[src/sv/rgb888_blit_pixel_packer_core_defines.svh]
// assertion macros shared by the blit pixel packer rtl
// no dependencies; included by files that carry concurrent checks
`ifndef RGB888_BLIT_PIXEL_PACKER_CORE_DEFINES_SVH
`define RGB888_BLIT_PIXEL_PACKER_CORE_DEFINES_SVH

// same-cycle implication, disabled during reset
`define RBPP_ASSERT_IMP(label, clk, rst, a, b) \
  label: assert property (@(posedge clk) disable iff (rst) (a) |-> (b)) \
    else $error("rbpp check failed");

// next-cycle implication, disabled during reset
`define RBPP_ASSERT_NXT(label, clk, rst, a, b) \
  label: assert property (@(posedge clk) disable iff (rst) (a) |=> (b)) \
    else $error("rbpp check failed");

`endif

[src/sv/rbpp_pkg.sv]
// types, codes and the colour packing function of the blit pixel packer
// no dependencies
`timescale 1ns / 1ps

package rbpp_pkg;

  localparam int FMT_BITS    = 9;
  localparam int BPP_BITS    = 3;
  localparam int STRIDE_BITS = 16;
  localparam int VIRT_BITS   = 13;
  localparam int ADDR_BITS   = 30;
  localparam int PIX_BITS    = 32;
  localparam int COMP_BITS   = 8;

  localparam logic REQ_START = 1'b0;
  localparam logic REQ_PIXEL = 1'b1;

  typedef enum logic [2:0] {
    REG_RED_FMT   = 3'd0,
    REG_GREEN_FMT = 3'd1,
    REG_BLUE_FMT  = 3'd2,
    REG_BPP       = 3'd3,
    REG_STRIDE    = 3'd4,
    REG_VIRT_W    = 3'd5,
    REG_VIRT_H    = 3'd6
  } reg_idx_t;

  localparam logic [FMT_BITS-1:0]    RED_FMT_RST   = 9'd176;
  localparam logic [FMT_BITS-1:0]    GREEN_FMT_RST = 9'd168;
  localparam logic [FMT_BITS-1:0]    BLUE_FMT_RST  = 9'd160;
  localparam logic [BPP_BITS-1:0]    BPP_RST       = 3'd4;
  localparam logic [STRIDE_BITS-1:0] STRIDE_RST    = 16'd0;
  localparam logic [VIRT_BITS-1:0]   VIRT_W_RST    = 13'd640;
  localparam logic [VIRT_BITS-1:0]   VIRT_H_RST    = 13'd480;

  localparam logic [BPP_BITS-1:0] BPP_MIN = 3'd2;
  localparam logic [BPP_BITS-1:0] BPP_MAX = 3'd4;

  // live configuration as seen by the datapath, pixel size already saturated
  typedef struct packed {
    logic [FMT_BITS-1:0]    red_format;
    logic [FMT_BITS-1:0]    green_format;
    logic [FMT_BITS-1:0]    blue_format;
    logic [BPP_BITS-1:0]    bpp;
    logic [STRIDE_BITS-1:0] line_stride;
    logic [VIRT_BITS-1:0]   virtual_width;
    logic [VIRT_BITS-1:0]   virtual_height;
  } cfg_t;

  // quantize one component to its length and place it at its bit offset
  function automatic logic [PIX_BITS-1:0] place_colour(
    input logic [COMP_BITS-1:0] comp,
    input logic [FMT_BITS-1:0]  fmt
  );
    logic [3:0]           len;
    logic [3:0]           shamt;
    logic [COMP_BITS-1:0] q;
    len = fmt[8:5];
    if (len > 4'd8) begin
      len = 4'd8;
    end
    shamt = 4'd8 - len;
    q = comp >> shamt;
    return {{(PIX_BITS-COMP_BITS){1'b0}}, q} << fmt[4:0];
  endfunction

endpackage

[src/sv/rbpp_cfg_regs.sv]
// apb register file for the blit pixel packer
// depends on rbpp_pkg
`timescale 1ns / 1ps

module rbpp_cfg_regs
  import rbpp_pkg::*;
(
  input  logic        clk,
  input  logic        rst,
  input  logic        psel,
  input  logic        penable,
  input  logic        pwrite,
  input  logic [4:0]  paddr,
  input  logic [31:0] pwdata,
  output logic [31:0] prdata,
  output cfg_t        cfg
);

  logic [FMT_BITS-1:0]    red_fmt;
  logic [FMT_BITS-1:0]    green_fmt;
  logic [FMT_BITS-1:0]    blue_fmt;
  logic [BPP_BITS-1:0]    bpp_raw;
  logic [STRIDE_BITS-1:0] stride;
  logic [VIRT_BITS-1:0]   virt_w;
  logic [VIRT_BITS-1:0]   virt_h;
  reg_idx_t               idx;
  logic                   wr;

  assign idx = reg_idx_t'(paddr[4:2]);
  assign wr  = psel & penable & pwrite;

  always_ff @(posedge clk) begin
    if (rst) begin
      red_fmt   <= RED_FMT_RST;
      green_fmt <= GREEN_FMT_RST;
      blue_fmt  <= BLUE_FMT_RST;
      bpp_raw   <= BPP_RST;
      stride    <= STRIDE_RST;
      virt_w    <= VIRT_W_RST;
      virt_h    <= VIRT_H_RST;
    end else if (wr) begin
      case (idx)
        REG_RED_FMT:   red_fmt   <= pwdata[FMT_BITS-1:0];
        REG_GREEN_FMT: green_fmt <= pwdata[FMT_BITS-1:0];
        REG_BLUE_FMT:  blue_fmt  <= pwdata[FMT_BITS-1:0];
        REG_BPP:       bpp_raw   <= pwdata[BPP_BITS-1:0];
        REG_STRIDE:    stride    <= pwdata[STRIDE_BITS-1:0];
        REG_VIRT_W:    virt_w    <= pwdata[VIRT_BITS-1:0];
        REG_VIRT_H:    virt_h    <= pwdata[VIRT_BITS-1:0];
        default: ;
      endcase
    end
  end

  always_comb begin
    case (idx)
      REG_RED_FMT:   prdata = {{(32-FMT_BITS){1'b0}}, red_fmt};
      REG_GREEN_FMT: prdata = {{(32-FMT_BITS){1'b0}}, green_fmt};
      REG_BLUE_FMT:  prdata = {{(32-FMT_BITS){1'b0}}, blue_fmt};
      REG_BPP:       prdata = {{(32-BPP_BITS){1'b0}}, bpp_raw};
      REG_STRIDE:    prdata = {{(32-STRIDE_BITS){1'b0}}, stride};
      REG_VIRT_W:    prdata = {{(32-VIRT_BITS){1'b0}}, virt_w};
      REG_VIRT_H:    prdata = {{(32-VIRT_BITS){1'b0}}, virt_h};
      default:       prdata = 32'd0;
    endcase
  end

  always_comb begin
    cfg.red_format     = red_fmt;
    cfg.green_format   = green_fmt;
    cfg.blue_format    = blue_fmt;
    cfg.line_stride    = stride;
    cfg.virtual_width  = virt_w;
    cfg.virtual_height = virt_h;
    if (bpp_raw < BPP_MIN) begin
      cfg.bpp = BPP_MIN;
    end else if (bpp_raw > BPP_MAX) begin
      cfg.bpp = BPP_MAX;
    end else begin
      cfg.bpp = bpp_raw;
    end
  end

endmodule

[src/sv/rbpp_job_tracker.sv]
// job state, raster counters and the input stage register
// depends on rbpp_pkg
`timescale 1ns / 1ps

module rbpp_job_tracker
  import rbpp_pkg::*;
#(
  parameter int COORD_BITS = 13
) (
  input  logic                  clk,
  input  logic                  rst,
  input  logic                  in_fire,
  input  logic                  advance,
  input  logic                  req_type,
  input  logic [COORD_BITS-1:0] pic_width,
  input  logic [COORD_BITS-1:0] pic_height,
  input  logic [COORD_BITS-1:0] dst_x,
  input  logic [COORD_BITS-1:0] dst_y,
  input  logic [COMP_BITS-1:0]  red,
  input  logic [COMP_BITS-1:0]  green,
  input  logic [COMP_BITS-1:0]  blue,
  output logic                  s1_valid,
  output logic [COORD_BITS:0]   s1_sx,
  output logic [COORD_BITS:0]   s1_sy,
  output logic                  s1_last,
  output logic [COMP_BITS-1:0]  s1_red,
  output logic [COMP_BITS-1:0]  s1_green,
  output logic [COMP_BITS-1:0]  s1_blue
);

  logic [COORD_BITS-1:0] column_count;
  logic [COORD_BITS-1:0] row_count;
  logic [COORD_BITS-1:0] job_width;
  logic [COORD_BITS-1:0] job_height;
  logic [COORD_BITS-1:0] job_x;
  logic [COORD_BITS-1:0] job_y;
  logic                  job_active;

  logic [COORD_BITS:0]   col_inc;
  logic [COORD_BITS:0]   row_inc;
  logic                  last;
  logic                  take_pixel;

  assign col_inc    = {1'b0, column_count} + 1'b1;
  assign row_inc    = {1'b0, row_count} + 1'b1;
  assign last       = (col_inc == {1'b0, job_width}) && (row_inc == {1'b0, job_height});
  assign take_pixel = in_fire && (req_type == REQ_PIXEL) && job_active;

  always_ff @(posedge clk) begin
    if (rst) begin
      column_count <= '0;
      row_count    <= '0;
      job_width    <= '0;
      job_height   <= '0;
      job_x        <= '0;
      job_y        <= '0;
      job_active   <= 1'b0;
      s1_valid     <= 1'b0;
    end else begin
      // stage holds until the output moves, refills from a taken pixel
      s1_valid <= take_pixel || (s1_valid && !advance);
      if (in_fire && (req_type == REQ_START)) begin
        job_width    <= pic_width;
        job_height   <= pic_height;
        job_x        <= dst_x;
        job_y        <= dst_y;
        column_count <= '0;
        row_count    <= '0;
        job_active   <= (pic_width != '0) && (pic_height != '0);
      end else if (take_pixel) begin
        if (last) begin
          job_active   <= 1'b0;
          column_count <= '0;
          row_count    <= '0;
        end else if (col_inc[COORD_BITS-1:0] >= job_width) begin
          column_count <= '0;
          row_count    <= row_inc[COORD_BITS-1:0];
        end else begin
          column_count <= col_inc[COORD_BITS-1:0];
        end
      end
    end
  end

  // screen position of this pixel, one bit wider than a coordinate
  always_ff @(posedge clk) begin
    if (take_pixel) begin
      s1_sx    <= {1'b0, column_count} + {1'b0, job_x};
      s1_sy    <= {1'b0, row_count} + {1'b0, job_y};
      s1_last  <= last;
      s1_red   <= red;
      s1_green <= green;
      s1_blue  <= blue;
    end
  end

endmodule

[src/sv/rbpp_formatter.sv]
// clip, address arithmetic, colour packing and the result register
// depends on rbpp_pkg
`timescale 1ns / 1ps

module rbpp_formatter
  import rbpp_pkg::*;
#(
  parameter int COORD_BITS = 13
) (
  input  logic                  clk,
  input  logic                  rst,
  input  logic                  advance,
  input  cfg_t                  cfg,
  input  logic                  s1_valid,
  input  logic [COORD_BITS:0]   s1_sx,
  input  logic [COORD_BITS:0]   s1_sy,
  input  logic                  s1_last,
  input  logic [COMP_BITS-1:0]  s1_red,
  input  logic [COMP_BITS-1:0]  s1_green,
  input  logic [COMP_BITS-1:0]  s1_blue,
  output logic                  out_valid,
  output logic [ADDR_BITS-1:0]  write_address,
  output logic [PIX_BITS-1:0]   pixel_value,
  output logic [BPP_BITS-1:0]   byte_count,
  output logic                  write_enable,
  output logic                  last_pixel
);

  localparam int POS_W = COORD_BITS + 1;
  localparam int CMP_W = (POS_W > VIRT_BITS) ? POS_W : VIRT_BITS;
  localparam int ROW_W = POS_W + STRIDE_BITS;
  localparam int PROD_W = ROW_W + 1;
  localparam int SUM_W = (PROD_W > ADDR_BITS) ? PROD_W : ADDR_BITS;

  logic                 on_screen;
  logic [ROW_W-1:0]     row_off;
  logic [POS_W+2:0]     col_off;
  logic [SUM_W-1:0]     addr_sum;
  logic [PIX_BITS-1:0]  packed_pix;

  assign on_screen = (CMP_W'(s1_sx) < CMP_W'(cfg.virtual_width)) &&
                     (CMP_W'(s1_sy) < CMP_W'(cfg.virtual_height));

  assign row_off  = ROW_W'(s1_sy) * ROW_W'(cfg.line_stride);
  assign col_off  = (POS_W+3)'(s1_sx) * (POS_W+3)'(cfg.bpp);
  assign addr_sum = SUM_W'(row_off) + SUM_W'(col_off);

  assign packed_pix = place_colour(s1_red, cfg.red_format)
                    | place_colour(s1_green, cfg.green_format)
                    | place_colour(s1_blue, cfg.blue_format);

  always_ff @(posedge clk) begin
    if (rst) begin
      out_valid <= 1'b0;
    end else if (advance) begin
      out_valid <= s1_valid;
    end
  end

  always_ff @(posedge clk) begin
    if (advance && s1_valid) begin
      write_address <= on_screen ? addr_sum[ADDR_BITS-1:0] : '0;
      pixel_value   <= packed_pix;
      byte_count    <= cfg.bpp;
      write_enable  <= on_screen;
      last_pixel    <= s1_last;
    end
  end

endmodule

[src/sv/rgb888_blit_pixel_packer_core.sv]
// top level of the rgb888 blit pixel packer
// depends on rbpp_pkg, rbpp_cfg_regs, rbpp_job_tracker, rbpp_formatter
//
//   channel | direction | handshake            | contents
//   --------+-----------+----------------------+------------------------------------
//   in      | sink      | in_valid / in_ready  | start or pixel transaction
//   out     | source    | out_valid / out_ready| one frame buffer write per pixel
//   apb     | slave     | psel/penable/pready  | seven format and clip registers
//
// two register stages: the input stage snapshots the raster position, the
// output stage holds the packed pixel and its address
// one transaction per clock sustained while out_ready holds; a taken pixel is
// registered in the input stage, then in the output stage that drives the outputs
// start transactions and pixels outside an active job produce nothing
// a stalled output freezes both stages; the input stage still fills when empty
// synchronous active-high reset clears the job, counters and valid flags
`timescale 1ns / 1ps
`include "rgb888_blit_pixel_packer_core_defines.svh"

module rgb888_blit_pixel_packer_core
  import rbpp_pkg::*;
#(
  parameter int COORD_BITS = 13
) (
  input  logic                  clk,
  input  logic                  rst,
  // input transaction channel
  input  logic                  in_valid,
  output logic                  in_ready,
  input  logic                  req_type,
  input  logic [COORD_BITS-1:0] pic_width,
  input  logic [COORD_BITS-1:0] pic_height,
  input  logic [COORD_BITS-1:0] dst_x,
  input  logic [COORD_BITS-1:0] dst_y,
  input  logic [COMP_BITS-1:0]  red,
  input  logic [COMP_BITS-1:0]  green,
  input  logic [COMP_BITS-1:0]  blue,
  // output transaction channel
  output logic                  out_valid,
  input  logic                  out_ready,
  output logic [ADDR_BITS-1:0]  write_address,
  output logic [PIX_BITS-1:0]   pixel_value,
  output logic [BPP_BITS-1:0]   byte_count,
  output logic                  write_enable,
  output logic                  last_pixel,
  // configuration port
  input  logic                  psel,
  input  logic                  penable,
  input  logic                  pwrite,
  input  logic [4:0]            paddr,
  input  logic [31:0]           pwdata,
  output logic [31:0]           prdata,
  output logic                  pready
);

  cfg_t                  cfg;
  logic                  advance;
  logic                  in_fire;
  logic                  s1_valid;
  logic [COORD_BITS:0]   s1_sx;
  logic [COORD_BITS:0]   s1_sy;
  logic                  s1_last;
  logic [COMP_BITS-1:0]  s1_red;
  logic [COMP_BITS-1:0]  s1_green;
  logic [COMP_BITS-1:0]  s1_blue;

  assign pready = 1'b1;

  // output stage moves whenever it is empty or being drained
  assign advance  = !out_valid || out_ready;
  // input stage can take a transaction if it is empty or moving on
  assign in_ready = advance || !s1_valid;
  assign in_fire  = in_valid && in_ready;

  rbpp_cfg_regs u_cfg (
    .clk     (clk),
    .rst     (rst),
    .psel    (psel),
    .penable (penable),
    .pwrite  (pwrite),
    .paddr   (paddr),
    .pwdata  (pwdata),
    .prdata  (prdata),
    .cfg     (cfg)
  );

  rbpp_job_tracker #(
    .COORD_BITS (COORD_BITS)
  ) u_tracker (
    .clk        (clk),
    .rst        (rst),
    .in_fire    (in_fire),
    .advance    (advance),
    .req_type   (req_type),
    .pic_width  (pic_width),
    .pic_height (pic_height),
    .dst_x      (dst_x),
    .dst_y      (dst_y),
    .red        (red),
    .green      (green),
    .blue       (blue),
    .s1_valid   (s1_valid),
    .s1_sx      (s1_sx),
    .s1_sy      (s1_sy),
    .s1_last    (s1_last),
    .s1_red     (s1_red),
    .s1_green   (s1_green),
    .s1_blue    (s1_blue)
  );

  rbpp_formatter #(
    .COORD_BITS (COORD_BITS)
  ) u_fmt (
    .clk           (clk),
    .rst           (rst),
    .advance       (advance),
    .cfg           (cfg),
    .s1_valid      (s1_valid),
    .s1_sx         (s1_sx),
    .s1_sy         (s1_sy),
    .s1_last       (s1_last),
    .s1_red        (s1_red),
    .s1_green      (s1_green),
    .s1_blue       (s1_blue),
    .out_valid     (out_valid),
    .write_address (write_address),
    .pixel_value   (pixel_value),
    .byte_count    (byte_count),
    .write_enable  (write_enable),
    .last_pixel    (last_pixel)
  );

  // clipped writes carry a zero address
  `RBPP_ASSERT_IMP(a_clip_addr, clk, rst, out_valid && !write_enable, write_address == '0)
  // pixel size always saturated into two to four bytes
  `RBPP_ASSERT_IMP(a_bpp_range, clk, rst, out_valid,
                   (byte_count == BPP_MIN) || (byte_count == 3'd3) || (byte_count == BPP_MAX))
  // an empty output stage never blocks the input
  `RBPP_ASSERT_IMP(a_no_block, clk, rst, !out_valid, in_ready)
  // a queued pixel reaches the output on the next edge once the output moves
  `RBPP_ASSERT_NXT(a_s1_moves, clk, rst, s1_valid && advance, out_valid)

endmodule
[config.mk]
export PLATFORM = sky130hd
export DESIGN_NAME = rgb888_blit_pixel_packer_core
export DESIGN_NICKNAME = d
export VERILOG_FILES = /design/src/sv/rbpp_pkg.sv /design/src/sv/rbpp_cfg_regs.sv /design/src/sv/rbpp_job_tracker.sv /design/src/sv/rbpp_formatter.sv /design/src/sv/rgb888_blit_pixel_packer_core.sv
export VERILOG_INCLUDE_DIRS = /design/src /design/src/sv
export SDC_FILE = /design/constraint.sdc
export NUM_CORES = 1
export LEC_CHECK = 0
export BUFFER_PORTS_ARGS = -buffer_cell sky130_fd_sc_hd__buf_2
export CAP_MARGIN = 0
export CORE_ASPECT_RATIO = 0.8
export CORE_MARGIN = 3
export CORE_UTILIZATION = 50
export DETAILED_ROUTE_END_ITERATION = 8
export PLACE_DENSITY = 0.72
export SLEW_MARGIN = 20
export SYNTH_ARGS = -nofsm -noshare
export SYNTH_HDL_FRONTEND = slang
export SYNTH_HIERARCHICAL = 1
export SYNTH_SLANG_ARGS = --single-unit
[constraint.sdc]
create_clock -name clk -period 7.63 [get_ports clk]
set_clock_uncertainty 0.1 [all_clocks]
set_input_delay 1.526 -clock clk [delete_from_list [all_inputs] [get_ports clk]]
set_output_delay 1.526 -clock clk [all_outputs]
set_load 0.05 [all_outputs]
# --- Word-level counts from Yosys, hierarchy flattened ---
# Index checks and enable logic that the tools add are counted.
op_classes:
  addsub: 8
  n_mul: 2
  n_lt_le_gt_ge: 8
  eq_ne: 8
  shift: 6
  n_mux: 13
  bitwise: 5
  n_reduce_logical: 31
op_table:
  columns: ["op", "count"]
  rows:
  - ["16-bit one-hot mux with 7 select lines", 1]
  - ["8-bit by 5-bit << shifter with 32-bit output", 3]
  - ["32-bit OR", 2]
  - ["13-bit two-way mux", 4]
  - ["30-bit by 17-bit adder with 30-bit output", 1]
  - ["14-bit by 16-bit multiplier with 30-bit output", 1]
  - ["13-bit by 1-bit adder with 14-bit output (second input constant)", 2]
  - ["13-bit by 13-bit adder with 14-bit output", 2]
  - ["14-bit by 13-bit == test with 1-bit output", 2]
  - ["14-bit by 13-bit less-than comparator with 1-bit output", 2]
  - ["13-bit nonzero test", 2]
  - ["8-bit by 4-bit >> shifter with 8-bit output", 3]
  - ["2-bit AND reduction", 9]
  - ["14-bit by 3-bit multiplier with 17-bit output", 1]
  - ["13-bit greater-or-equal comparator", 1]
  - ["4-bit greater-than comparator (second input constant)", 3]
  - ["4-bit two-way mux", 3]
  - ["4-bit subtractor (first input constant)", 3]
  - ["3-bit == test (second input constant)", 3]
  - ["1-bit logical AND", 9]
  - ["3-bit by 2-bit == test with 1-bit output (second input constant)", 2]
  - ["3-bit two-way mux", 2]
  - ["2-bit nonzero test", 3]
  - ["3-bit by 1-bit == test with 1-bit output (second input constant)", 1]
  - ["9 further kinds", 16]
word_totals:
  regBits: 273
  inputBits: 121
  output_inout_bits: 102

# --- Longest topological paths before layout ---
# Gate-level depths: netlist of run 1.
logic_depth:
  word_depth: 8
  depth_mapped: 26
  mapped_depth_nobuf: 24

# --- Cells and area by module ---
# Netlist of run 1, hierarchy kept.
modules_own_cells:
  columns: ["mod", "n_inst", "cells_per_inst", "area_each_um2"]
  rows:
  - ["rbpp_formatter", 1, 1727, 15157.0]
  - ["rbpp_job_tracker", 1, 809, 7138.1]
  - ["rbpp_cfg_regs", 1, 399, 3636.0]
  - ["rgb888_blit_pixel_packer_core", 1, 5, 46.3]

# --- Worst setup path after synthesis of run 1 ---
# OpenSTA, ideal clock, no wires.
synth_path:
  path_type: "reg-to-reg"
  startpoint: "reg u_cfg.bpp_raw[2]"
  endpoint: "reg u_fmt.write_address[27], data pin"
  arrival_ns: 5.969
  path_slack_ns: 1.295
  stages_incl_launch_ff: 24
  path_cell_list: "dfxtp_1 -> inv_1 -> and3_1 -> clkbuf_1 -> nand2_1 -> fa_1 -> inv_1 -> fa_1 -> fa_1 -> fa_1 -> fa_1 -> inv_1 -> fa_1 -> inv_1 -> ha_1 -> clkbuf_1 -> nand4_1 -> a211oi_1 -> a21oi_1 -> a31oi_1 -> a2111o_1 -> a221oi_1 -> xor2_1 -> nor2_1"
synth_rtl:
  columns: ["item", "line_no", "rtl"]
  rows:
  - ["start, declared", "rbpp_cfg_regs.sv:22", "logic [BPP_BITS-1:0] bpp_raw;"]
  - ["start signal, assigned", "rbpp_cfg_regs.sv:46", "REG_BPP: bpp_raw <= pwdata[BPP_BITS-1:0];"]
  - ["end signal, assigned", "rbpp_formatter.sv:62", "write_address <= on_screen ? addr_sum[ADDR_BITS-1:0] : '0;"]
  - ["end, declared", "rbpp_formatter.sv:22", "output logic [ADDR_BITS-1:0] write_address,"]

# --- Final worst setup path of run 1 ---
layout_path:
  startpoint: "reg u_tracker.s1_sy[6]"
  endpoint: "reg u_fmt.write_address[26], data pin"
layout_via:
  elab_chain_len: 2
  elab_cells_between_ends: 4
layout_rtl:
  columns: ["item", "line_no", "rtl"]
  rows:
  - ["start, declared", "rbpp_job_tracker.sv:24", "output logic [COORD_BITS:0] s1_sy,"]
  - ["start signal, assigned", "rbpp_job_tracker.sv:89", "s1_sy <= {1'b0, row_count} + {1'b0, job_y};"]
  - ["14-bit by 16-bit multiplier with 30-bit output or 14-bit by 13-bit less-than comparator with 1-bit output (tied branches)", "rbpp_formatter.sv:44, rbpp_formatter.sv:42", null]
  - ["30-bit by 17-bit adder with 30-bit output or 1-bit logical AND (tied branches)", "rbpp_formatter.sv:46, rbpp_formatter.sv:41", null]
# Several ways; a longest one is shown, not always the timed one.
# A chain may end at the register's enable or synchronous reset.

==> key figures, run 1 <==
Run status
  • Status: complete, no violations

STA
  • Worst slew margin: between 20 and 30%
  • Hold slack final: approximately 0.35 ns
  • Final setup viols: 0
  • Worst slew pin tran: between 1 and 1.5 ns
  • Final setup margin: around 0.37 ns
  • Slew Viols, Final: 0
  • Fmax: about 0.14 GHz
  • RSZ-0062 raised after global routing: no
  • Setup TNS Final: 0 ns
  • Final count of hold timing violations: 0
  • Fin crit period: 7.26 ns
  • Final worst-path cycle share: approximately 95%

Power and ir drop
  • Max VDD drop: 0.000115 V
  • Sw Share: 27.1%
  • P_leak: around 13 nW
  • Gate power share: between 10% and 20%
  • Flop pwr share: 43.6%
  • Sw Pwr: 975 uW
  • Clock Power Share: between 40% and 50%
  • Pint: 2.63 mW
  • Power Dens Cells: 127 mW/mm2
  • Tot Pwr: 3.61 mW

Final layout
  • Share of cells above drive strength 1: roughly an eighth
  • Final core utilization: between 50% and 60%
  • Finished Layout Cells: between 3000 and 4000
  • Nets@finish: 3539
  • Fin area: 0.0284 mm2
  • Synthesis-to-layout area growth: 9.28%

Synthesis
  • Post-Synthesis Cells: just under 3000
  • Ys async rst share: 0%
  • Fraction of the yosys area taken by sequential cells: between 20% and 30%
  • Netlist Area Pre-Place: between 0.02 and 0.03 mm2
  • Most common cell in the netlist: nand2_1
  • Synth cell count leaders: 371 x nand2_1, 334 x inv_1, 210 x fa_1, 176 x ha_1, 166 x a21oi_1
  • Post-synth EDFFs: 120
  • Ys flop type: dfxtp_1
  • Synth cell types: 108
  • Synth area leader: fa_1
  • Synth warnings: 6
  • Post-synth top area share: between 10% and 20%
  • Largest cells by area after synthesis: fa_1 16%, edfxtp_1 14%, dfxtp_1 12%, ha_1 8.5%, nand2_1 5.4%
  • Seq cells post-synth: approximately 270
  • Syn avg cell area: between 8 and 9 um2

Route
  • Antenna Nets Post-Route: 0
  • Initial drt markers: around 2200
  • DR vias: about 22000
  • Total length of routed wires: roughly 73 mm
  • Vias per cell: between 5 and 6
  • DRT Pass-1 Iters: 8
  • Wire per inst: just under 20 um
  • DRC errors left: 0

Global route
  • GRT overflow: 0
  • Initial antenna violation count: 6
  • Largest net degree at the start of global routing: between 90 and 100
  • First-pass GRT wire length: 116 mm
  • Vias in the first global route: about 21000
  • Gr usage total: a little over a quarter

Critical path
  • Worst path max stage delay: approximately 0.69 ns
  • Critical Path Stages: 20
  • R2R Path End: u_fmt/write_address[26]
  • CP delay by family, top: adder cells
  • Max FO, Critical Path: 17
  • Worst path most repeated cell: fa_1
  • Reg-to-reg slack, setup: between 0.3 and 0.4 ns
  • CP arrival: roughly 7.4 ns
  • Worst Path Required: around 8 ns
  • Worst-path cell with the longest stage delay: edfxtp_1
  • RR Startpoint: u_tracker/s1_sy[6]
  • Crit. End Element: flop
  • WP buf/inv: 4
  • Crit-path cells: and2_1 -> fa_1 -> inv_1 -> fa_1 -> fa_1 -> inv_1 -> fa_1 -> fa_1 -> inv_1 -> fa_1 -> inv_1 -> ha_1 -> nand4_1 -> a211o_1 -> o22ai_1 -> o211ai_1 -> a21boi_0 -> a21oi_1 -> xor2_1 -> nor2_1
  • Critical Path Start Type: flop
  • Worst Reg-to-Reg Cells: 20
  • Crit path kind: flop to flop

Clock tree
  • CTS buffer count: 34
  • Clk pin slew, worst setup/hold paths: around 0.06 ns
  • Clk Tree Root Cell: clkbuf_16
  • Postcts setup bufs: 0
  • Cts hold-fix bufs: 0
  • H-tree levels: 2
  • Clock tree sinks: approximately 270
  • Skew-Pair Late Insertion Delay: ~0.57 ns
  • Clk buf depth: 3
  • Cts repair resizes: 0
  • CTS tree: done

Floorplan
  • CORE AREA: 0.0512 mm2
  • DIE AREA: around 0.055 mm2
  • Die X-Extent: roughly 260 um
  • IO Pins: 223
  • Std cell rows: 74
  • Die Y: around 210 um
  • Initial Utilization: between 50% and 60%

Flow run
  • MaxCap Viol Count: 0

Place
  • Dpl hpwl: between 50 and 60 mm
  • Final Wtd Congestion: 0.924
  • Placed Instance Area: approximately 0.027 mm2
  • Post-placement cell count: around 3700
  • DP Worst Slack: between 0.4 and 0.5 ns
  • Buffers on Ports: about 190

Min path
  • Hold depth: 2
  • Hold endpoint: u_tracker/job_width[8]
  • Hold wc startpoint: u_tracker/job_width[8]
  • Worst min path class: flop to flop
state kept, by name, indices dropped and copies added (netlist names), 9 cells and up:
register                cells
u_cfg/stride               16
u_tracker/job_width        13
u_tracker/job_x            13
u_tracker/s1_sx            14
u_fmt/pixel_value          32
u_tracker/column_count     13
u_cfg/red_fmt               9
u_fmt/write_address        30
u_tracker/job_y            13
u_cfg/blue_fmt              9
u_cfg/virt_h               13
u_cfg/virt_w               13
u_tracker/row_count        13
u_cfg/green_fmt             9
u_tracker/s1_sy            14
u_tracker/job_height       13
layer usage:
layer	GRT usage [%]	routed length, um	vias to the layer above
met3	4.89	6120	137
met5	0	34	-
met1	36.4	31100	10800
met2	42.3	33500	889
li1	-	-	10200
met4	8.36	2150	6
worst max path at each step:
stage | from | end | slack [ns]
final | u_tracker/s1_sy[6] | u_fmt/write_address[26] | 0.37
after global routing | u_tracker/s1_sy[6] | u_fmt/write_address[26] | 0.09
after CTS | u_tracker/s1_sy[6] | u_fmt/write_address[26] | 0.38
after detailed placement | u_tracker/s1_sy[6] | u_fmt/write_address[26] | 0.49
after global placement | u_tracker/s1_sy[6] | u_fmt/write_address[24] | 0.69
after floorplan | u_cfg/bpp_raw[2] | u_fmt/write_address[27] | 1.29
cells in the final DEF (no fill, tap or decap), types with 80 or more instances in the layout:
master	netlist	layout
fa_1	210	210
edfxtp_1	120	120
nand2_1	371	371
mux2i_1	88	88
dfxtp_1	153	153
o21ai_0	80	80
ha_1	176	176
buf_2	27	186
a21oi_1	166	166
nor2_1	149	149
and2_1	146	145
inv_1	334	334
cells by family after synthesis:
logic type	share of synthesized area, %
adder cells (fa/ha/maj)	24.7
other	0.0289
multiplexers	5.38
AND/OR/NAND/NOR	19.8
buffers and inverters	8.18
XOR/XNOR	2.60
flip-flops	25.7
AO/OA/AOI/OAI	13.7
final cells by class:
cell class | instances | area [um2]
well taps | 684 | 856
multi-input cells | 2165 | 17300
clock buffers | 44 | 948
repair buffers | 220 | 1190
fillers | 4572 | 22800
flip-flops and latches | 273 | 6670
inverters | 338 | 1270
clock inverters | 17 | 194
diodes | 4 | 10.0
worst min-delay path, stage by stage, from the launching register on:
cell and delay (ns):
dfxtp_1 0.31, nand2_1 0.05, a21oi_1 0.05
power by group through the flow:
stage	logic [mW]	registers (mW)	clock network [mW]
after global routing	0.400	1.57	1.76
after floorplan	0.257	1.60	0
after detailed placement	0.364	1.60	0
after CTS	0.366	1.57	1.70
final	0.370	1.57	1.67
after global placement	0.357	1.60	0
Note: power is estimated with default switching activity, not from simulation.
==> run 2, diff against run 1 <==
--- a/config.mk
+++ b/config.mk
@@ -8,11 +8,13 @@
 export LEC_CHECK = 0
 export BUFFER_PORTS_ARGS = -buffer_cell sky130_fd_sc_hd__buf_2
 export CAP_MARGIN = 0
+export CELL_PAD_IN_SITES_DETAIL_PLACEMENT = 1
+export CELL_PAD_IN_SITES_GLOBAL_PLACEMENT = 1
 export CORE_ASPECT_RATIO = 0.8
 export CORE_MARGIN = 3
 export CORE_UTILIZATION = 50
 export DETAILED_ROUTE_END_ITERATION = 8
-export PLACE_DENSITY = 0.72
+export PLACE_DENSITY = 0.89
 export SLEW_MARGIN = 20
 export SYNTH_ARGS = -nofsm -noshare
 export SYNTH_HDL_FRONTEND = slang
==> constraint.sdc (replaced) <==
create_clock -name clk -period 8.8 [get_ports clk]
set_clock_uncertainty 0.1 [all_clocks]
set_input_delay 1.76 -clock clk [delete_from_list [all_inputs] [get_ports clk]]
set_output_delay 1.76 -clock clk [all_outputs]
set_load 0.05 [all_outputs]
==> key figures, run 2 (synthesized netlist as in run 1, its figures left out) <==
STA
  • Fin crit period: 8.15 ns (was 7.26 ns)
  • Slew Viols, Final: 0 (unchanged)
  • Final setup margin: 0.646 ns (was 0.373 ns)
  • Final setup viols: 0 (unchanged)
  • Final count of hold timing violations: 0 (unchanged)
  • RSZ-0062 raised after global routing: no (unchanged)
  • Worst slew margin: 27.7% (was 27.4%)
  • Fmax: 0.123 GHz (was 0.138 GHz)
  • Worst slew pin tran: 1.07 ns (was 1.06 ns)
  • Setup TNS Final: 0 ns (unchanged)
  • Final worst-path cycle share: 92.7% (was 95.1%)
  • Hold slack final: 0.333 ns (was 0.354 ns)

Final layout
  • Synthesis-to-layout area growth: 9.11% (was 9.28%)
  • Fin area: 0.0283 mm2 (was 0.0284 mm2)
  • Commonest non-fill, non-tap cell in the layout: nand2_1 (unchanged)
  • Share of cells above drive strength 1: 11.6% (was 11.9%)
  • Top Registers: u_fmt/pixel_value: 32 flops, u_fmt/write_address: 30 flops, u_cfg/stride: 16 flops (unchanged)
  • Nets@finish: 3524 (was 3539)
  • Number of fill cells in the layout: 6024 (was 4572)
  • Final core utilization: 55.4% (about the same)
  • Most frequent cells in the layout: 371 x nand2_1, 334 x inv_1, 210 x fa_1, 186 x buf_2, 176 x ha_1 (unchanged)
  • Finished Layout Cells: 3729 (was 3745)
  • Max FFs per register: 32 (unchanged)
  • Biggest register: u_fmt/pixel_value (unchanged)

Clock tree
  • H-tree levels: 2 (unchanged)
  • Clock tree sinks: 273 (unchanged)
  • CTS tree: done (unchanged)
  • CTS buffer count: 34 (unchanged)
  • Postcts setup bufs: 0 (unchanged)
  • Skew-Pair Late Insertion Delay: 0.57 ns (about the same)
  • Clk buf depth: 3 (unchanged)
  • Cts repair resizes: 0 (unchanged)
  • Cts hold-fix bufs: 0 (unchanged)
  • Clk pin slew, worst setup/hold paths: 0.06 ns (about the same)
  • Clk Tree Root Cell: clkbuf_16 (unchanged)

Floorplan
  • Die X-Extent: 261 um (unchanged)
  • DIE AREA: 0.0547 mm2 (unchanged)
  • IO Pins: 223 (unchanged)
  • CORE AREA: 0.0512 mm2 (unchanged)
  • Std cell rows: 74 (unchanged)
  • Die Y: 210 um (unchanged)
  • Initial Utilization: 50.7% (unchanged)

Critical path
  • Critical Path Sink: u_fmt/write_address[26] (unchanged)
  • Worst Reg-to-Reg Cells: 20 (unchanged)
  • Critical Path Start Type: flop (unchanged)
  • Worst path max stage delay: 0.67 ns (was 0.69 ns)
  • CP arrival: 8.36 ns (was 7.43 ns)
  • Critical Path Stages: 20 (unchanged)
  • Crit path kind: flop to flop (unchanged)
  • Worst Setup SP: u_cfg/bpp_raw[2] (was u_tracker/s1_sy[6])
  • Crit-path cells: inv_1 -> and3_1 -> and2_1 -> fa_1 -> fa_1 -> fa_1 -> fa_1 -> fa_1 -> inv_1 -> fa_1 -> inv_1 -> ha_1 -> nand4_1 -> a211o_1 -> o22ai_1 -> o211ai_1 -> a21boi_0 -> a21oi_1 -> xor2_1 -> nor2_1 (was and2_1 -> fa_1 -> inv_1 -> fa_1 -> fa_1 -> inv_1 -> fa_1 -> fa_1 -> inv_1 -> fa_1 -> inv_1 -> ha_1 -> nand4_1 -> a211o_1 -> o22ai_1 -> o211ai_1 -> a21boi_0 -> a21oi_1 -> xor2_1 -> nor2_1)
  • RR Startpoint: u_cfg/bpp_raw[2] (was u_tracker/s1_sy[6])
  • R2R Path End: u_fmt/write_address[26] (unchanged)
  • Max FO, Critical Path: 17 (unchanged)
  • Crit. End Element: flop (unchanged)
  • WP buf/inv: 3 (was 4)
  • Worst path most repeated cell: fa_1 (unchanged)
  • Worst-path cell with the longest stage delay: dfxtp_1 (was edfxtp_1)
  • Worst Path Required: 9.01 ns (was 7.80 ns)
  • CP delay by family, top: adder cells (unchanged)
  • Reg-to-reg slack, setup: 0.65 ns (was 0.37 ns)

Global route
  • Largest net degree at the start of global routing: 104 (was 95)
  • First-pass GRT wire length: 138 mm (was 116 mm)
  • Vias in the first global route: 24600 (was 21500)
  • GRT overflow: 0 (unchanged)
  • Initial antenna violation count: 6 (unchanged)
  • Gr usage total: 31.9% (was 26.4%)

Place
  • DP Worst Slack: 0.679 ns (was 0.489 ns)
  • Final Wtd Congestion: 0.955 (was 0.924)
  • Dpl hpwl: 65.3 mm (was 55.5 mm)
  • Placed Instance Area: 0.0271 mm2 (was 0.0272 mm2)
  • Post-placement cell count: 3664 (was 3680)
  • Buffers on Ports: 187 (unchanged)

Run status
  • Status: complete, no violations (unchanged)

Min path
  • Worst min path class: flop to flop (unchanged)
  • Hold wc startpoint: u_tracker/s1_last (was u_tracker/job_width[8])

Power and ir drop
  • P_leak: 12.5 nW (about the same)
  • Tot Pwr: 3.24 mW (was 3.61 mW)
  • Power Dens Cells: 114 mW/mm2 (was 127 mW/mm2)
  • Max VDD drop: 0.000111 V (was 0.000115 V)

Route
  • Antenna Nets Post-Route: 0 (unchanged)
  • Initial drt markers: 1842 (was 2179)
  • Wire per inst: 23.8 um (was 19.5 um)
  • Total length of routed wires: 88.6 mm (was 72.9 mm)
  • Vias per cell: 6.22 (was 5.88)
  • DR vias: 23200 (was 22000)
  • DRT Pass-1 Iters: 5 (was 8)
  • DRC errors left: 0 (unchanged)

Flow run
  • MaxCap Viol Count: 0 (unchanged)
==> run 2: changes by cell type in the layout (fill, tap and decap cells not counted), sizes merged <==
cell,previous run,this run
inv,343,341
bufinv,2,4
diode,4,2
clkbuf,44,43
clkinvlp,0,2
buf,220,205
==> run 2: area by class of cell <==
class / count / area [um2] / share of cell area (%)
inverter: 338 / 1270 / 4.48
clock inverter: 19 / 245 / 0.865
antenna: 2 / 5.00 / 0.0177
sequential: 273 / 6670 / 23.5
multi-input combinational: 2165 / 17300 / 60.9
clock buffer: 43 / 957 / 3.38
timing repair buffer: 205 / 1090 / 3.83
tap: 684 / 856 / 3.02
==> run 2: worst min path at each step <==
stage	depth (start not counted)	slack, ns	end
after global routing	0	0.34	u_fmt/last_pixel
final	0	0.33	u_fmt/last_pixel
after floorplan	0	0.30	u_fmt/last_pixel
after CTS	0	0.33	u_fmt/last_pixel
after global placement	0	0.33	u_fmt/last_pixel
after detailed placement	0	0.33	u_fmt/last_pixel
==> run 2: layer usage <==
metal / wire [um] / GRT usage [%]
met5: 34 / 0
met4: 3270 / 12.0
met3: 5990 / 4.23
met2: 42100 / 52.9
met1: 37200 / 42.5
==> run 2: power breakdown <==
part | switching [mW] | leakage, nW | total (mW) | internal (mW)
clock network | 0.635 | 0.591 | 1.54 | 0.904
registers | 0.0254 | 2.33 | 1.37 | 1.34
logic | 0.227 | 9.56 | 0.332 | 0.105
==> run 3, diff against run 2 <==
--- a/config.mk
+++ b/config.mk
@@ -13,6 +13,7 @@
 export CORE_ASPECT_RATIO = 0.8
 export CORE_MARGIN = 3
 export CORE_UTILIZATION = 50
+export CTS_BUF_LIST = sky130_fd_sc_hd__clkbuf_4 sky130_fd_sc_hd__clkbuf_8
 export DETAILED_ROUTE_END_ITERATION = 8
 export PLACE_DENSITY = 0.89
 export SLEW_MARGIN = 20
==> key figures, run 3 (synthesized netlist as in run 1, its figures left out) <==
Run status
  • Status: complete, no violations (unchanged)

Final layout
  • Biggest register: u_fmt/pixel_value (unchanged)
  • Multi-input gate area: 0.0173 mm2 (unchanged)
  • Synthesis-to-layout area growth: 8.64% (was 9.11%)
  • Final core utilization: 55.1% (was 55.4%)
  • Fin area: 0.0282 mm2 (was 0.0283 mm2)
  • Share of cells above drive strength 1: 12.4% (was 11.6%)
  • Sequential cell area: 0.00667 mm2 (unchanged)
  • Number of fill cells in the layout: 6033 (was 6024)
  • Top Registers: u_fmt/pixel_value: 32 flops, u_fmt/write_address: 30 flops, u_cfg/stride: 16 flops (unchanged)
  • Nets@finish: 3539 (was 3524)
  • Most frequent cells in the layout: 371 x nand2_1, 334 x inv_1, 210 x fa_1, 186 x buf_2, 176 x ha_1 (unchanged)
  • Commonest non-fill, non-tap cell in the layout: nand2_1 (unchanged)
  • Finished Layout Cells: 3757 (was 3729)
  • Max FFs per register: 32 (unchanged)

Floorplan
  • Die X-Extent: 261 um (unchanged)
  • IO Pins: 223 (unchanged)
  • Die Y: 210 um (unchanged)
  • Std cell rows: 74 (unchanged)
  • CORE AREA: 0.0512 mm2 (unchanged)
  • DIE AREA: 0.0547 mm2 (unchanged)
  • Initial Utilization: 50.7% (unchanged)

Min path
  • Worst min path class: flop to flop (unchanged)

Place
  • Buffers on Ports: 187 (unchanged)
  • Dpl hpwl: 65.3 mm (unchanged)
  • Final Wtd Congestion: 0.955 (unchanged)
  • Post-placement cell count: 3664 (unchanged)
  • Placed Instance Area: 0.0271 mm2 (unchanged)

Power and ir drop
  • P_leak: 12.5 nW (about the same)
  • Max VDD drop: 0.0000898 V (was 0.000111 V)
  • Power Dens Cells: 107 mW/mm2 (was 114 mW/mm2)

Critical path
  • R2R Path End: u_fmt/write_address[26] (unchanged)
  • Worst Path Required: 9.09 ns (was 9.01 ns)
  • CP arrival: 8.55 ns (was 8.36 ns)
  • Worst Setup SP: u_cfg/bpp_raw[2] (unchanged)
  • Critical Path Sink: u_fmt/write_address[26] (unchanged)
  • Reg-to-reg slack, setup: 0.54 ns (was 0.65 ns)
  • RR Startpoint: u_cfg/bpp_raw[2] (unchanged)
  • Crit. End Element: flop (unchanged)
  • Max FO, Critical Path: 17 (unchanged)
  • Critical Path Start Type: flop (unchanged)
  • Worst Reg-to-Reg Cells: 20 (unchanged)
  • Crit path kind: flop to flop (unchanged)

STA
  • Worst slew pin tran: 1.11 ns (was 1.07 ns)
  • Setup TNS Final: 0 ns (unchanged)
  • Fin crit period: 8.26 ns (was 8.15 ns)
  • Worst slew margin: 26.2% (was 27.7%)
  • Slew Viols, Final: 0 (unchanged)
  • Final count of hold timing violations: 0 (unchanged)
  • Final setup viols: 0 (unchanged)
  • Fmax: 0.121 GHz (was 0.123 GHz)
  • Final worst-path cycle share: 93.8% (was 92.7%)
  • RSZ-0062 raised after global routing: no (unchanged)
  • Hold slack final: 0.342 ns (was 0.333 ns)

Clock tree
  • Skew-Pair Late Insertion Delay: 0.66 ns (was 0.57 ns)
  • Clk buf depth: 3 (unchanged)
  • Postcts setup bufs: 0 (unchanged)
  • Cts repair resizes: 0 (unchanged)
  • H-tree levels: 2 (unchanged)
  • CTS tree: done (unchanged)
  • Clk Tree Root Cell: clkbuf_8 (was clkbuf_16)
  • Clock tree sinks: 273 (unchanged)
  • Clk pin slew, worst setup/hold paths: 0.06 ns (about the same)
  • CTS buffer count: 48 (was 34)
  • Cts hold-fix bufs: 0 (unchanged)

Global route
  • Initial antenna violation count: 4 (was 6)
  • Vias in the first global route: 24500 (was 24600)
  • First-pass GRT wire length: 136 mm (was 138 mm)
  • Largest net degree at the start of global routing: 104 (unchanged)
  • Gr usage total: 31.4% (was 31.9%)
  • GRT overflow: 0 (unchanged)

Route
  • Vias per cell: 6.11 (was 6.22)
  • DR top layer: met5 (unchanged)
  • Routed wl met2: 41.4 mm (was 42.1 mm)
  • Met3 WL post-DR: 6.06 mm (was 5.99 mm)
  • Wl on met1: 36.7 mm (was 37.2 mm)
  • DRC errors left: 0 (unchanged)
  • Total length of routed wires: 86.9 mm (was 88.6 mm)
  • Initial drt markers: 1761 (was 1842)
  • DRT Pass-1 Iters: 5 (unchanged)
  • DR vias: 23000 (was 23200)
  • Wire per inst: 23.1 um (was 23.8 um)
  • Antenna Nets Post-Route: 0 (unchanged)

Flow run
  • MaxCap Viol Count: 0 (unchanged)
==> run 3: changes by cell type in the layout (fill, tap and decap cells not counted), sizes merged <==
cell,delta
clkinv,-3
bufinv,-1
diode,+4
clkbuf,+29
clkinvlp,-2
buf,+1
==> run 3: metrics by stage <==
stage	total power, mW	worst slack, ns
global placement	1.70	1.11
finish	3.03	0.544
floorplan	1.61	2.46
global route	3.14	0.147
CTS	3.05	0.547
detailed placement	1.71	0.679
==> run 3: how the worst min path moves through the flow <==
| stage | from | endpoint | slack (ns) | depth (start not counted) |
|---|---|---|---|---|
| 5_1_grt | u_tracker/s1_last | u_fmt/last_pixel | 0.35 | 0 |
| 3_5_place_dp | u_tracker/s1_last | u_fmt/last_pixel | 0.33 | 0 |
| 4_1_cts | u_tracker/s1_last | u_fmt/last_pixel | 0.34 | 0 |
| 2_1_floorplan | u_tracker/s1_last | u_fmt/last_pixel | 0.30 | 0 |
| 3_3_place_gp | u_tracker/s1_last | u_fmt/last_pixel | 0.33 | 0 |
| 6_report | u_tracker/s1_last | u_fmt/last_pixel | 0.34 | 0 |
==> run 3: layout make-up <==
class / count / share of cell area [%]
multi-input cells: 2165 / 61.2
inverters: 338 / 4.50
flip-flops and latches: 273 / 23.6
clock inverters: 13 / 0.563
repair buffers: 206 / 3.92
well taps: 684 / 3.03
diodes: 6 / 0.0532
clock buffers: 72 / 3.16
==> run 3: power breakdown <==
group / internal, mW / total, mW / leakage (nW) / switching (mW)
Combinational: 0.106 / 0.331 / 9.57 / 0.225
Clock: 0.739 / 1.34 / 0.557 / 0.597
Sequential: 1.34 / 1.37 / 2.33 / 0.0253
==> run 3: worst max-delay path, cell delays in order, from the launching register on <==
cell and delay [ns]:
dfxtp_1 0.68, inv_1 0.46, and3_1 0.53, and2_1 0.27
fa_1 0.47, fa_1 0.54, fa_1 0.54, fa_1 0.55
fa_1 0.57, inv_1 0.07, fa_1 0.54, inv_1 0.05
ha_1 0.43, nand4_1 0.24, a211o_1 0.33, o22ai_1 0.35
o211ai_1 0.23, a21boi_0 0.60, a21oi_1 0.17, xor2_1 0.21
nor2_1 0.06
==> run 3: per-layer routing <==
metal / vias up / track usage, %
li1: 10200 / -
met1: 11600 / 42.2
met2: 937 / 52.1
met3: 177 / 4.11
met4: 2 / 11.0
met5: - / 0
